===== config.mk =====
export PLATFORM = sky130hd
export DESIGN_NAME = midi_file_event_parser
export DESIGN_NICKNAME = d
export VERILOG_FILES = /design/src/rtl/mfep_pkg.sv /design/src/rtl/mfep_core.sv /design/src/rtl/mfep_outq.sv /design/src/rtl/midi_file_event_parser.sv
export SDC_FILE = /design/constraint.sdc
export NUM_CORES = 2
export LEC_CHECK = 0
export BUFFER_PORTS_ARGS = -buffer_cell sky130_fd_sc_hd__buf_2
export CAP_MARGIN = 20
export CORE_ASPECT_RATIO = 0.6
export CORE_MARGIN = 1.5
export CORE_UTILIZATION = 28
export CTS_CLUSTER_DIAMETER = 120
export CTS_CLUSTER_SIZE = 40
export DETAILED_ROUTE_END_ITERATION = 12
export GPL_ROUTABILITY_DRIVEN = 0
export GPL_TIMING_DRIVEN = 0
export MAX_ROUTING_LAYER = met4
export PLACE_DENSITY = 0.53
export SYNTH_ARGS = -nofsm -noshare
export SYNTH_HDL_FRONTEND = slang
export SYNTH_SLANG_ARGS = --single-unit

===== constraint.sdc =====
create_clock -name clk_i -period 24.5 [get_ports clk_i]
set_input_delay 3.675 -clock clk_i [delete_from_list [all_inputs] [get_ports clk_i]]
set_output_delay 3.675 -clock clk_i [all_outputs]
set_load 0.005 [all_outputs]

===== src/rtl/mfep_pkg.sv =====
package mfep_pkg;

  localparam int MaxVarintBytes = 4;
  localparam int TimeBits       = 32;

  localparam logic [31:0] TagHead  = 32'h4D546864;
  localparam logic [31:0] TagTrack = 32'h4D54726B;

  typedef enum logic [4:0] {
    P_HTAG, P_HLEN, P_HFMT, P_HNTRK, P_HDIV, P_CTAG, P_CLEN_TRK, P_CLEN_SKIP,
    P_SKIP, P_DELTA, P_STATUS, P_DATA, P_SYXLEN, P_SYXDATA, P_MTYPE, P_MLEN,
    P_MDATA, P_DONE, P_ERR
  } phase_e;

  typedef enum logic [4:0] {
    E_TRUNC, E_HTAG, E_HLEN, E_HFMT, E_HNTRK, E_HDIV, E_SKIPSZ, E_TRKSZ,
    E_AFTER_EOT, E_DELTA_LONG, E_NO_RUN, E_BAD_STATUS, E_SYX_LONG, E_SYX_EMPTY,
    E_SYX_END, E_META_LONG, E_META_LEN, E_CHAN_RANGE, E_CHAN_MISMATCH,
    E_DATA_HIGH, E_OVERRUN, E_NO_EOT
  } err_e;

  typedef enum logic [1:0] {
    K_EVENT = 2'd0, K_TRACK = 2'd1, K_FILE = 2'd2, K_ERROR = 2'd3
  } kind_e;

  localparam logic [7:0] MetaChan  = 8'h20;
  localparam logic [7:0] MetaEot   = 8'h2F;
  localparam logic [7:0] MetaTempo = 8'h51;
  localparam logic [7:0] MetaSmpte = 8'h54;
  localparam logic [7:0] MetaTsig  = 8'h58;

  // One result word: kind, track, time, status, three args, channel, error, division, last flag.
  typedef struct packed {
    logic [1:0]  kind;
    logic [15:0] trk;
    logic [31:0] tim;
    logic [7:0]  st;
    logic [7:0]  a1;
    logic [7:0]  a2;
    logic [7:0]  a3;
    logic [4:0]  chan;
    logic [4:0]  err;
    logic [14:0] tpq;
    logic        last;
  } res_t;

  localparam int ResBits = $bits(res_t);

endpackage


===== src/rtl/mfep_core.sv =====
// Byte parser: all state updates for one byte are made together; up to two results.
module mfep_core #(
  parameter int MaxVarintBytes = mfep_pkg::MaxVarintBytes,
  parameter int TimeBits       = mfep_pkg::TimeBits
) (
  input  logic             clk_i,
  input  logic             rst_ni,
  input  logic             step_i,
  input  logic [7:0]       byte_i,
  input  logic             eof_i,
  output logic [1:0]       n_o,
  output mfep_pkg::res_t   r0_o,
  output mfep_pkg::res_t   r1_o
);

  localparam logic [31:0] TimeMask = 32'((64'd1 << TimeBits) - 64'd1);

  mfep_pkg::phase_e ph_q, ph_d;
  logic [2:0]  fbc_q, fbc_d;
  logic [31:0] fsh_q, fsh_d;
  logic [15:0] tdecl_q, tdecl_d, tdone_q, tdone_d;
  logic [31:0] cleft_q, cleft_d;
  logic [27:0] dacc_q, dacc_d;
  logic [2:0]  vlen_q, vlen_d;
  logic [31:0] clk_q, clk_d;
  logic [7:0]  run_q, run_d;
  logic [4:0]  chan_q, chan_d;
  logic        eot_q, eot_d;
  logic [7:0]  mk_q, mk_d;
  logic [27:0] pl_q, pl_d;
  logic [7:0]  eb_q [3];
  logic [7:0]  eb_d [3];
  logic [31:0] send_q, send_d;
  logic [14:0] div_q, div_d;
  logic        errl_q, errl_d;

  // Combinational scratch for the single byte step.
  mfep_pkg::res_t rr [2];
  logic [1:0]  n;
  logic        vdone, vlong;
  logic [27:0] vacc;
  logic [31:0] v;
  logic [2:0]  need;
  logic [3:0]  h;
  logic [1:0]  dneed;
  logic        emit, chunk_end, data_path, meta_path, st_ok;
  logic [7:0]  st, c;
  logic [7:0]  b;
  logic [2:0]  mlen;
  logic [15:0] tnext;
  mfep_pkg::err_e ecode;
  logic        efire;

  always_comb begin
    ph_d = ph_q; fbc_d = fbc_q; fsh_d = fsh_q; tdecl_d = tdecl_q; tdone_d = tdone_q;
    cleft_d = cleft_q; dacc_d = dacc_q; vlen_d = vlen_q; clk_d = clk_q; run_d = run_q;
    chan_d = chan_q; eot_d = eot_q; mk_d = mk_q; pl_d = pl_q; eb_d = eb_q;
    send_d = send_q; div_d = div_q; errl_d = errl_q;
    rr[0] = '0; rr[1] = '0; n = 2'd0;
    efire = 1'b0; ecode = mfep_pkg::E_TRUNC;
    b = byte_i;
    vdone = 1'b0; vlong = 1'b0; vacc = '0; v = '0; need = 3'd4; h = '0; dneed = 2'd2;
    emit = 1'b0; chunk_end = 1'b0; data_path = 1'b0; meta_path = 1'b0; st_ok = 1'b0;
    st = '0; c = '0; mlen = '0; tnext = tdone_q + 16'd1;

    // Shared varuint step on either the delta or the payload accumulator.
    vacc = ((ph_q == mfep_pkg::P_DELTA) ? dacc_q : pl_q);
    vacc = {vacc[20:0], b[6:0]};
    if (!b[7]) vdone = 1'b1;
    else if (32'(vlen_q) + 32'd1 >= 32'(MaxVarintBytes)) vlong = 1'b1;

    if (step_i && !errl_q && ph_q != mfep_pkg::P_DONE && ph_q != mfep_pkg::P_ERR) begin
      if (ph_q <= mfep_pkg::P_CLEN_SKIP) begin
        // Header and chunk framing fields, big-endian.
        v = {fsh_q[23:0], b};
        need = (ph_q == mfep_pkg::P_HFMT || ph_q == mfep_pkg::P_HNTRK ||
                ph_q == mfep_pkg::P_HDIV) ? 3'd2 : 3'd4;
        fsh_d = v;
        fbc_d = fbc_q + 3'd1;
        if (fbc_q + 3'd1 >= need) begin
          fbc_d = '0; fsh_d = '0;
          unique case (ph_q)
            mfep_pkg::P_HTAG: if (v != mfep_pkg::TagHead) begin
              efire = 1'b1; ecode = mfep_pkg::E_HTAG;
            end else ph_d = mfep_pkg::P_HLEN;
            mfep_pkg::P_HLEN: if (v != 32'd6) begin
              efire = 1'b1; ecode = mfep_pkg::E_HLEN;
            end else ph_d = mfep_pkg::P_HFMT;
            mfep_pkg::P_HFMT: if (v != 32'd1) begin
              efire = 1'b1; ecode = mfep_pkg::E_HFMT;
            end else ph_d = mfep_pkg::P_HNTRK;
            mfep_pkg::P_HNTRK: if (v[15:0] == 16'd0) begin
              efire = 1'b1; ecode = mfep_pkg::E_HNTRK;
            end else begin
              tdecl_d = v[15:0]; ph_d = mfep_pkg::P_HDIV;
            end
            mfep_pkg::P_HDIV: if (v[15]) begin
              efire = 1'b1; ecode = mfep_pkg::E_HDIV;
            end else begin
              div_d = v[14:0]; ph_d = mfep_pkg::P_CTAG;
            end
            mfep_pkg::P_CTAG:
              ph_d = (v == mfep_pkg::TagTrack) ? mfep_pkg::P_CLEN_TRK
                                                : mfep_pkg::P_CLEN_SKIP;
            mfep_pkg::P_CLEN_TRK: if (v[31]) begin
              efire = 1'b1; ecode = mfep_pkg::E_TRKSZ;
            end else if (v == 32'd0) begin
              efire = 1'b1; ecode = mfep_pkg::E_NO_EOT;
            end else begin
              cleft_d = v; clk_d = '0; run_d = '0; chan_d = 5'd16; eot_d = 1'b0;
              dacc_d = '0; vlen_d = '0; pl_d = '0; ph_d = mfep_pkg::P_DELTA;
            end
            default: if (v[31]) begin
              efire = 1'b1; ecode = mfep_pkg::E_SKIPSZ;
            end else begin
              cleft_d = v;
              if (v == 32'd0) chunk_end = 1'b1;
              else ph_d = mfep_pkg::P_SKIP;
            end
          endcase
        end
      end else if (ph_q == mfep_pkg::P_SKIP) begin
        cleft_d = cleft_q - 32'd1;
        if (cleft_q == 32'd1) chunk_end = 1'b1;
      end else if (cleft_q == 32'd0) begin
        efire = 1'b1; ecode = mfep_pkg::E_OVERRUN;
      end else begin
        cleft_d = cleft_q - 32'd1;
        unique case (ph_q)
          mfep_pkg::P_DELTA: begin
            vlen_d = vlen_q + 3'd1;
            dacc_d = vacc;
            if (vlong) begin
              vlen_d = '0; efire = 1'b1; ecode = mfep_pkg::E_DELTA_LONG;
            end else if (vdone) begin
              vlen_d = '0;
              clk_d = (clk_q + 32'(vacc)) & TimeMask;
              dacc_d = '0; ph_d = mfep_pkg::P_STATUS;
            end
          end
          mfep_pkg::P_STATUS: begin
            st = b[7] ? b : run_q;
            if (!b[7] && !run_q[7]) begin
              efire = 1'b1; ecode = mfep_pkg::E_NO_RUN;
            end else if (st == 8'hF0) begin
              run_d = '0; pl_d = '0; ph_d = mfep_pkg::P_SYXLEN;
            end else if (st == 8'hFF) begin
              run_d = '0; ph_d = mfep_pkg::P_MTYPE;
            end else if (st[7:4] == 4'hF) begin
              efire = 1'b1; ecode = mfep_pkg::E_BAD_STATUS;
            end else if (chan_q != 5'd16 && chan_q != {1'b0, st[3:0]}) begin
              run_d = st; efire = 1'b1; ecode = mfep_pkg::E_CHAN_MISMATCH;
            end else begin
              run_d = st; chan_d = {1'b0, st[3:0]}; mk_d = st; fbc_d = '0;
              ph_d = mfep_pkg::P_DATA;
              if (!b[7]) data_path = 1'b1;
            end
          end
          mfep_pkg::P_DATA: data_path = 1'b1;
          mfep_pkg::P_SYXLEN, mfep_pkg::P_MLEN: begin
            vlen_d = vlen_q + 3'd1;
            pl_d = vacc;
            if (vlong) begin
              vlen_d = '0; efire = 1'b1;
              ecode = (ph_q == mfep_pkg::P_SYXLEN) ? mfep_pkg::E_SYX_LONG
                                                   : mfep_pkg::E_META_LONG;
            end else if (vdone) begin
              vlen_d = '0;
              if (ph_q == mfep_pkg::P_SYXLEN) begin
                if (vacc == '0) begin
                  efire = 1'b1; ecode = mfep_pkg::E_SYX_EMPTY;
                end else ph_d = mfep_pkg::P_SYXDATA;
              end else begin
                fbc_d = '0;
                if (vacc == '0) begin
                  meta_path = 1'b1; mlen = 3'd0;
                end else ph_d = mfep_pkg::P_MDATA;
              end
            end
          end
          mfep_pkg::P_SYXDATA: begin
            pl_d = pl_q - 28'd1;
            if (pl_q == 28'd1) begin
              if (b != 8'hF7) begin
                efire = 1'b1; ecode = mfep_pkg::E_SYX_END;
              end else begin
                ph_d = mfep_pkg::P_DELTA; data_path = 1'b0;
                meta_path = 1'b0;
                st_ok = 1'b1;
              end
            end
          end
          mfep_pkg::P_MTYPE: begin
            mk_d = b; pl_d = '0; ph_d = mfep_pkg::P_MLEN;
          end
          default: begin
            if (fbc_q < 3'd3) eb_d[fbc_q[1:0]] = b;
            mlen = (fbc_q < 3'd7) ? fbc_q + 3'd1 : fbc_q;
            fbc_d = mlen;
            pl_d = pl_q - 28'd1;
            if (pl_q == 28'd1) meta_path = 1'b1;
          end
        endcase

        // Channel message data byte.
        if (data_path) begin
          h = mk_d[7:4];
          dneed = (h == 4'hC || h == 4'hD) ? 2'd1 : 2'd2;
          if (b[7]) begin
            efire = 1'b1; ecode = mfep_pkg::E_DATA_HIGH;
          end else begin
            if (fbc_d < 3'd2) eb_d[fbc_d[1:0]] = b;
            fbc_d = fbc_d + 3'd1;
            if (fbc_d >= 3'(dneed)) begin
              c = eb_d[0];
              if (h == 4'hB)
                emit = c == 8'd1 || c == 8'd7 || c == 8'd10 || c == 8'd64 ||
                       c == 8'd91 || c == 8'd121;
              else
                emit = h == 4'h8 || h == 4'h9 || h == 4'hC || h == 4'hE;
              if (emit) begin
                rr[0] = '0; rr[0].kind = mfep_pkg::K_EVENT; rr[0].trk = tdone_q;
                rr[0].tim = clk_d; rr[0].st = mk_d; rr[0].a1 = eb_d[0];
                rr[0].a2 = (dneed == 2'd2) ? eb_d[1] : 8'd0;
                n = 2'd1;
              end
              st_ok = 1'b1;
            end
          end
        end

        // Meta completion.
        if (meta_path) begin
          st_ok = 1'b1;
          unique case (mk_d)
            mfep_pkg::MetaChan: if (mlen != 3'd1) begin
              efire = 1'b1; ecode = mfep_pkg::E_META_LEN; st_ok = 1'b0;
            end else if (chan_q == 5'd16) begin
              if (eb_d[0] > 8'd15) begin
                efire = 1'b1; ecode = mfep_pkg::E_CHAN_RANGE; st_ok = 1'b0;
              end else chan_d = eb_d[0][4:0];
            end
            mfep_pkg::MetaEot: if (mlen != 3'd0) begin
              efire = 1'b1; ecode = mfep_pkg::E_META_LEN; st_ok = 1'b0;
            end else begin
              eot_d = 1'b1;
              if (clk_q >= send_q) send_d = clk_q;
            end
            mfep_pkg::MetaTempo: if (mlen != 3'd3) begin
              efire = 1'b1; ecode = mfep_pkg::E_META_LEN; st_ok = 1'b0;
            end else begin
              rr[0] = '0; rr[0].kind = mfep_pkg::K_EVENT; rr[0].trk = tdone_q;
              rr[0].tim = clk_q; rr[0].st = mfep_pkg::MetaTempo;
              rr[0].a1 = eb_d[0]; rr[0].a2 = eb_d[1]; rr[0].a3 = eb_d[2];
              n = 2'd1;
            end
            mfep_pkg::MetaSmpte: if (mlen != 3'd5) begin
              efire = 1'b1; ecode = mfep_pkg::E_META_LEN; st_ok = 1'b0;
            end
            mfep_pkg::MetaTsig: if (mlen != 3'd4) begin
              efire = 1'b1; ecode = mfep_pkg::E_META_LEN; st_ok = 1'b0;
            end else begin
              rr[0] = '0; rr[0].kind = mfep_pkg::K_EVENT; rr[0].trk = tdone_q;
              rr[0].tim = clk_q; rr[0].st = mfep_pkg::MetaTsig;
              rr[0].a1 = eb_d[0]; rr[0].a2 = eb_d[1];
              n = 2'd1;
            end
            default: ;
          endcase
        end

        // End of an event: track end or a byte after the end marker.
        if (st_ok) begin
          ph_d = mfep_pkg::P_DELTA;
          if (cleft_d == 32'd0) begin
            if (!eot_d) begin
              efire = 1'b1; ecode = mfep_pkg::E_NO_EOT;
            end else begin
              rr[n[0]] = '0; rr[n[0]].kind = mfep_pkg::K_TRACK;
              rr[n[0]].trk = tdone_q; rr[n[0]].chan = chan_d;
              n = n + 2'd1;
              chunk_end = 1'b1;
            end
          end else if (eot_d) begin
            efire = 1'b1; ecode = mfep_pkg::E_AFTER_EOT;
          end
        end
      end

      // Chunk finished: count it, maybe close the file.
      if (chunk_end) begin
        tdone_d = tnext;
        if (tnext == tdecl_q) begin
          ph_d = mfep_pkg::P_DONE;
          rr[n[0]] = '0; rr[n[0]].kind = mfep_pkg::K_FILE; rr[n[0]].trk = tnext;
          rr[n[0]].tim = send_d; rr[n[0]].tpq = div_d;
          n = n + 2'd1;
        end else ph_d = mfep_pkg::P_CTAG;
      end

      if (!efire && eof_i && ph_d != mfep_pkg::P_DONE) begin
        efire = 1'b1; ecode = mfep_pkg::E_TRUNC;
      end
      if (efire) begin
        errl_d = 1'b1; ph_d = mfep_pkg::P_ERR;
        if (n < 2'd2) begin
          rr[n[0]] = '0; rr[n[0]].kind = mfep_pkg::K_ERROR; rr[n[0]].trk = tdone_d;
          rr[n[0]].err = ecode;
          n = n + 2'd1;
        end
      end
      if (n == 2'd1) rr[0].last = 1'b1;
      if (n == 2'd2) rr[1].last = 1'b1;
    end
  end

  always_ff @(posedge clk_i or negedge rst_ni) begin
    if (!rst_ni) begin
      ph_q <= mfep_pkg::P_HTAG; fbc_q <= '0; fsh_q <= '0; tdecl_q <= '0; tdone_q <= '0;
      cleft_q <= '0; dacc_q <= '0; vlen_q <= '0; clk_q <= '0; run_q <= '0;
      chan_q <= 5'd16; eot_q <= 1'b0; mk_q <= '0; pl_q <= '0;
      eb_q[0] <= '0; eb_q[1] <= '0; eb_q[2] <= '0;
      send_q <= '0; div_q <= '0; errl_q <= 1'b0;
    end else begin
      ph_q <= ph_d; fbc_q <= fbc_d; fsh_q <= fsh_d; tdecl_q <= tdecl_d; tdone_q <= tdone_d;
      cleft_q <= cleft_d; dacc_q <= dacc_d; vlen_q <= vlen_d; clk_q <= clk_d;
      run_q <= run_d; chan_q <= chan_d; eot_q <= eot_d; mk_q <= mk_d; pl_q <= pl_d;
      eb_q <= eb_d; send_q <= send_d; div_q <= div_d; errl_q <= errl_d;
    end
  end

  assign n_o  = n;
  assign r0_o = rr[0];
  assign r1_o = rr[1];

endmodule


===== src/rtl/mfep_outq.sv =====
// Result queue: four words, takes up to two per cycle, gives one.
module mfep_outq (
  input  logic           clk_i,
  input  logic           rst_ni,
  input  logic [1:0]     n_i,
  input  mfep_pkg::res_t r0_i,
  input  mfep_pkg::res_t r1_i,
  output logic           space_o,
  output logic           valid_o,
  output mfep_pkg::res_t word_o,
  input  logic           take_i
);

  mfep_pkg::res_t mem_q [4];
  logic [1:0] wp_q, rp_q;
  logic [2:0] cnt_q;
  logic       pop;

  assign pop     = valid_o && take_i;
  assign valid_o = cnt_q != 3'd0;
  assign word_o  = mem_q[rp_q];
  // Room for two more words even if nothing leaves this cycle.
  assign space_o = cnt_q <= 3'd2;

  always_ff @(posedge clk_i) begin
    if (n_i != 2'd0) mem_q[wp_q] <= r0_i;
    if (n_i == 2'd2) mem_q[wp_q + 2'd1] <= r1_i;
  end

  always_ff @(posedge clk_i or negedge rst_ni) begin
    if (!rst_ni) begin
      wp_q <= '0; rp_q <= '0; cnt_q <= '0;
    end else begin
      wp_q  <= wp_q + n_i;
      rp_q  <= rp_q + {1'b0, pop};
      cnt_q <= cnt_q + {1'b0, n_i} - {2'b0, pop};
    end
  end

endmodule


===== src/rtl/midi_file_event_parser.sv =====
// One file byte is taken per cycle while the result queue has room for two words.
// Results are registered in the result queue before they appear at the master side.
// Throughput: one byte per cycle while the queue has room; the second result of a
// byte is buffered in the four-word result queue.
// Reset (rst_ni low, asynchronous) returns the parser to await the header tag.
module midi_file_event_parser #(
  parameter int MaxVarintBytes = mfep_pkg::MaxVarintBytes,
  parameter int TimeBits       = mfep_pkg::TimeBits
) (
  input  logic         clk_i,
  input  logic         rst_ni,
  input  logic         s_axis_tvalid,
  output logic         s_axis_tready,
  input  logic [7:0]   s_axis_tdata,   // data_byte
  input  logic         s_axis_tlast,   // end_of_file
  output logic         m_axis_tvalid,
  input  logic         m_axis_tready,
  // result_kind[1:0], track_number[17:2], event_time[49:18], status_value[57:50],
  // arg_one[65:58], arg_two[73:66], arg_three[81:74], track_channel[86:82],
  // error_code[91:87], ticks_per_quarter[106:92], zero fill above
  output logic [111:0] m_axis_tdata,
  output logic         m_axis_tlast    // run_last
);

  logic [1:0]     n;
  mfep_pkg::res_t r0, r1, w;
  logic           space;

  assign s_axis_tready = space;

  mfep_core #(.MaxVarintBytes(MaxVarintBytes), .TimeBits(TimeBits)) u_core (
    .clk_i, .rst_ni, .step_i(s_axis_tvalid && space), .byte_i(s_axis_tdata),
    .eof_i(s_axis_tlast), .n_o(n), .r0_o(r0), .r1_o(r1)
  );

  mfep_outq u_outq (
    .clk_i, .rst_ni, .n_i(n), .r0_i(r0), .r1_i(r1), .space_o(space),
    .valid_o(m_axis_tvalid), .word_o(w), .take_i(m_axis_tready)
  );

  assign m_axis_tdata = {5'd0, w.tpq, w.err, w.chan, w.a3, w.a2, w.a1, w.st,
                         w.tim, w.trk, w.kind};
  assign m_axis_tlast = w.last;

endmodule


; Word level (Yosys, flattened, before mapping)
; Memory sizes are Yosys's and may differ from the RTL's.
; Cells that the tools add are included.
[totals]
ff_bits = 281
memories = 1
ram_bits = 432
output_inout_bits = 115
wordCells = 655
input_bits = 13
[op_classes]
eq_ne = 70
n_bitwise = 15
n_lt_le_gt_ge = 21
muxes = 449
n_addsub = 16
n_reduce_logical = 60
[memory_table]
columns = memory, words, word_bits, read_ports, rd_clocked_by_memory_dff, wr, line_no
row1 = u_outq.mem_q, 4, 108, 1, 0, 2, mfep_outq.sv:14  ; mfep_pkg::res_t mem_q [4];
[op_table]
columns = operator, n
row1 = $mux 216, 13
row2 = $bwmux 216, 10
row3 = $mux 108, 16
row4 = $demux 108 s1, 13
row5 = $mux 32, 25
row6 = $and 216x216->216, 3
row7 = $not 216->216, 3
row8 = $mux 24, 20
row9 = $mux 5, 85
row10 = $mux 106, 4
row11 = $mux 28, 9
row12 = $pmux 108 s2, 1
row13 = $mux 8, 25
row14 = $mux 21, 8
row15 = $mux 1, 121
row16 = $mux 3, 38
row17 = $pmux 28 s4, 1
row18 = $logic_not 32->1, 3
row19 = $mux 90, 1
row20 = $mux 15, 5
row21 = $pmux 5 s7, 2
row22 = $pmux 32 s2, 1
row23 = $mux 2, 28
row24 = $pmux 5 s5, 2
row25 = 93 further kinds, 194

; Logic depth before layout (Yosys ltp)
[logic_depth]
ltp_word = 84
mapped_depth = 37
mapped_depth_nobuf = 33

; By module
; A second synthesis with hierarchy kept.
[unflattened]
hier_cells = 3924
hier_area_um2 = 43244.0
[by_module_without_submodules]
columns = module, seq_area_each_um2, cells_per_inst, area_per_inst_um2, n_inst
row1 = mfep_core, 6857.8, 2832, 21918.5, 1
row2 = mfep_outq, 13147.6, 1085, 21277.9, 1
row3 = midi_file_event_parser, 0.0, 7, 47.5, 1

; Worst setup path before layout
; No wires, ideal clock.
[synth_path]
path_kind = input to register
startpoint = in s_axis_tdata[7]
endpoint = mem u_outq.mem_q[0][0] in the netlist's numbering, enable pin
required_ps = 23765
n_path_buf = 4
t_arrival_ps = 18055
setup_slack_ps = 5711
cell_stages = 32
setup_ps = 735
cell_sequence = buf_4 mux2i_1 mux2_2 and4_1 buf_4 nor4_1 a31oi_1 nor3_1 ha_1 nand2b_1 a21o_1 or3_1 mux2i_1 nor3_1 and3_1 buf_2 inv_2 nand2_1 ha_1 or3b_1 o21ai_2 a21o_1 buf_6 clkinv_1 ha_1 nand2_1 o21ai_4 inv_2 ha_1 a21oi_1 o21ai_0 o31ai_1
[synth_lines]
columns = element, line_no
row1 = start: declaration, midi_file_event_parser.sv:14  ; input logic [7:0] s_axis_tdata,
row2 = end: declaration, mfep_outq.sv:14

==> results.sh <==
export IMPL_die_w_um=496.9
export IMPL_ant_nets=0
export IMPL_grt_pass1_wl_um=238900
export IMPL_cts_repair_resized=0
export IMPL_overflow=0
export IMPL_ys_types=119
export IMPL_drv_slew=0
export IMPL_multi_input_comb_area_um2=19530
export IMPL_grt_setup_unrepaired="false"
export IMPL_min_path_type="reg -> reg"
export IMPL_cellPowerDensity_nw_per_um2=87.76
export IMPL_slowest_stage="clkbuf_1"
export IMPL_synth_seq_area_share=0.4881
export IMPL_yosysTopAreaCell="edfxtp_1"
export IMPL_start_util=0.2827
export IMPL_worst_pin_slew_ns=1.150
export IMPL_synth_area_top_cells="edfxtp_1, dfrtp_1, mux4_2"
export IMPL_cts_tree="yes"
export IMPL_finalHoldViolCount=0
export IMPL_area_growth_pct=11.11
export IMPL_max_stage_delay_ns=0.70
export IMPL_dr_first_iter_drc_count=5861
export IMPL_numPortBuffers=121
export IMPL_cap_violations=0
export IMPL_die_height_um=299.4
export IMPL_grt_max_degree=106
export IMPL_slew_headroom=0.2307
export IMPL_core_area_um2=145000
export IMPL_synth_cell_area_um2=40990
export IMPL_yosysWarnings=0
export IMPL_drive_gt1_frac=0.1358
export IMPL_crit_type="in -> reg"
export IMPL_yosysTopAreaCellShare=0.3165
export IMPL_mostFrequentLayoutCells="nand2_1, edfxtp_1, nor2_1, o21ai_0, dfrtp_1"
export IMPL_power_mw=3.996
export IMPL_cts_max_level=1
export IMPL_finalSetupViolations=0
export IMPL_ioPinCount=128
export IMPL_worst_setup_path_end_kind="flop"
export IMPL_cts_root_buf="clkbuf_16"
export IMPL_syn_area_per_cell_um2=10.31
export IMPL_peakVddDrop_uv=78.88
export IMPL_drt_total_wl_um=168300
export IMPL_dr_pass1_iters=8
export IMPL_rows=108
export IMPL_worstPathMaxFanout=15
export IMPL_hpwlAfterDp_um=128900
export IMPL_final_nets=4280
export IMPL_fin_crit_sh=0.5988
export IMPL_ys_seq_elements=713
export IMPL_vias_per_cell=5.793
export IMPL_nFillCells=14930
export IMPL_dp_worst_setup_slack_ns=9.687
export IMPL_start_kind="input port"
export IMPL_cts_sinks=713
export IMPL_cts_made_buffers=21
export IMPL_wire_per_inst_um=27.49
export IMPL_clk_latency_ns=0.68
export IMPL_fin_skew_ns=0.04950
export IMPL_worstPathArrival_ns=15.04
export IMPL_grt_use_total=0.2250
export IMPL_clockBufferDepth=3
export IMPL_drc_errors=0
export IMPL_p_leak_nw=17.55
export IMPL_ys_flop_type="edfxtp_1"
export IMPL_vias=35480
export IMPL_grt_pass1_vias=32060
export IMPL_fmax_mhz=68.16
export IMPL_clkTransAtPathRegs_ns=0.15
export IMPL_crit_top_cell="ha_1"
export IMPL_min_period_ns=14.67
export IMPL_synth_edf_count=432
export IMPL_cts_hold_buf=0
export IMPL_seqCellArea_um2=20010
export IMPL_layout_commonest_cell="nand2_1"
export IMPL_antenna_found_initial=21
export IMPL_postSynthCellCount=3976
export IMPL_synthArstFlopShare=0.3941
export IMPL_status="complete, no violations"
export IMPL_setup_ws_ns=9.829
export IMPL_setup_tns_ns=0
export IMPL_cp_required_ns=24.87
export IMPL_cts_setup_buffers=0
export IMPL_die_area_um2=148800
==> synth_stat cells, types with 21 or more instances <==
| master | n |
|---|---|
| a22o_1 | 123 |
| a21o_1 | 21 |
| dfrtp_1 | 280 |
| and3_1 | 22 |
| buf_2 | 33 |
| or3_1 | 29 |
| inv_1 | 95 |
| mux4_2 | 108 |
| o31ai_1 | 33 |
| nand3_1 | 107 |
| buf_1 | 22 |
| nor4_1 | 51 |
| o21ai_0 | 318 |
| o22ai_1 | 39 |
| mux2i_1 | 60 |
| a22oi_1 | 22 |
| a31oi_1 | 38 |
| xor2_1 | 33 |
| nand2_1 | 475 |
| nand2b_1 | 23 |
| ha_1 | 90 |
| clkbuf_1 | 190 |
| nor2_1 | 431 |
| a21oi_1 | 243 |
| xnor2_1 | 67 |
| mux2_2 | 73 |
| and2_1 | 25 |
| edfxtp_1 | 432 |
| nor3_1 | 86 |
| nand4_1 | 23 |
==> worst max-delay path: cells and delay by family <==
family | cells | cell delay (ns)
muxes | 3 | 1.16
buffers and inverters | 13 | 3.58
AOI/OAI and AO/OA | 8 | 1.76
and+or+nand+nor | 9 | 2.58
adders and majority gates | 5 | 1.93
xor gates and xnor gates | 1 | 0.29
==> per-stage QoR <==
stage / area, um^2 / util / cells / hold WS, ns
3_5_place_dp: 44870 / 0.3095 / 6074 / 0.4642
2_1_floorplan: 41000 / - / 3980 / 0.4192
6_report: 45540 / 0.3141 / 6124 / 0.4942
4_1_cts: 45470 / 0.3136 / 6111 / 0.5059
3_3_place_gp: 44020 / 0.3036 / 6026 / 0.4662
5_1_grt: 45520 / 0.3140 / 6117 / 0.5230
==> path summary, 6_finish.rpt <==
| path | cells past startpoint | from | slack, ns | end |
|---|---|---|---|---|
| max in group asynchronous | 2 | rst_ni | 20.38 | u_core.clk_q[27] |
| min in group asynchronous | 1 | rst_ni | 2.99 | u_core.eb_q[14] |
| max | 39 | s_axis_tdata[2] | 9.83 | u_outq.mem_q[2][10] |
| min reg2reg | 1 | u_core.errl_q | 0.49 | u_core.errl_q |
| max reg2reg | 37 | u_core.ph_q[0] | 12.95 | u_outq.mem_q[2][10] |
| min | 1 | u_core.errl_q | 0.49 | u_core.errl_q |
==> flip-flops by register name (all words and copies together), names as in the netlist <==
register,flops
u_core.tdecl_q,16
u_core.fbc_q,3
u_core.dacc_q,21
u_core.clk_q,32
u_core.errl_q,1
u_core.fsh_q,24
u_core.cleft_q,32
u_core.mk_q,8
u_core.ph_q,5
u_outq.cnt_q,3
u_core.pl_q,28
u_core.tdone_q,16
u_core.eb_q,24
u_core.eot_q,1
u_core.chan_q,5
u_core.vlen_q,3
u_core.run_q,8
u_outq.wp_q,2
u_core.div_q,15
u_core.send_q,32
u_outq.mem_q,432
u_outq.rp_q,2
==> routing by layer <==
metal  part of all wire  GRT usage  wire, um  up-vias
met4              0.014    0.02580      2343        0
met5                  0          -         0        -
met3               0.14    0.07754     23610      169
met1               0.47     0.3490     78990    17910
li1                   -          -         -    15150
met2               0.38     0.2787     63380     2245
==> report_power, final <==
part           internal, mW  leakage [nW]  switching (mW)
combinational         0.639          9.59            1.29
sequential             1.38          7.66           0.127
clock                 0.171         0.292           0.393
==> layout make-up <==
type,count,share of cell area
buffer,267,0.02539
multi-input combinational,2896,0.4287
clock inverter,2,0.0005770
timing repair buffer,172,0.03132
sequential,713,0.4393
antenna,10,0.0005495
inverter,104,0.008572
clock buffer,35,0.01269
tap,1925,0.05289
==> logic make-up (layout without fill, tap and decap cells) <==
logic type / after synthesis / after routing / synth area share
mux: 242 / 242 / 0.09460
compound gates: 1046 / 1046 / 0.1679
fa+ha+maj: 92 / 92 / 0.02845
flops: 713 / 713 / 0.4881
simple gates: 1407 / 1407 / 0.1606
other cells: 1 / 15 / 0.00009149
buf+inv: 371 / 580 / 0.03730
xor+xnor: 104 / 104 / 0.02296
Note: power is estimated with default switching activity, not from simulation.
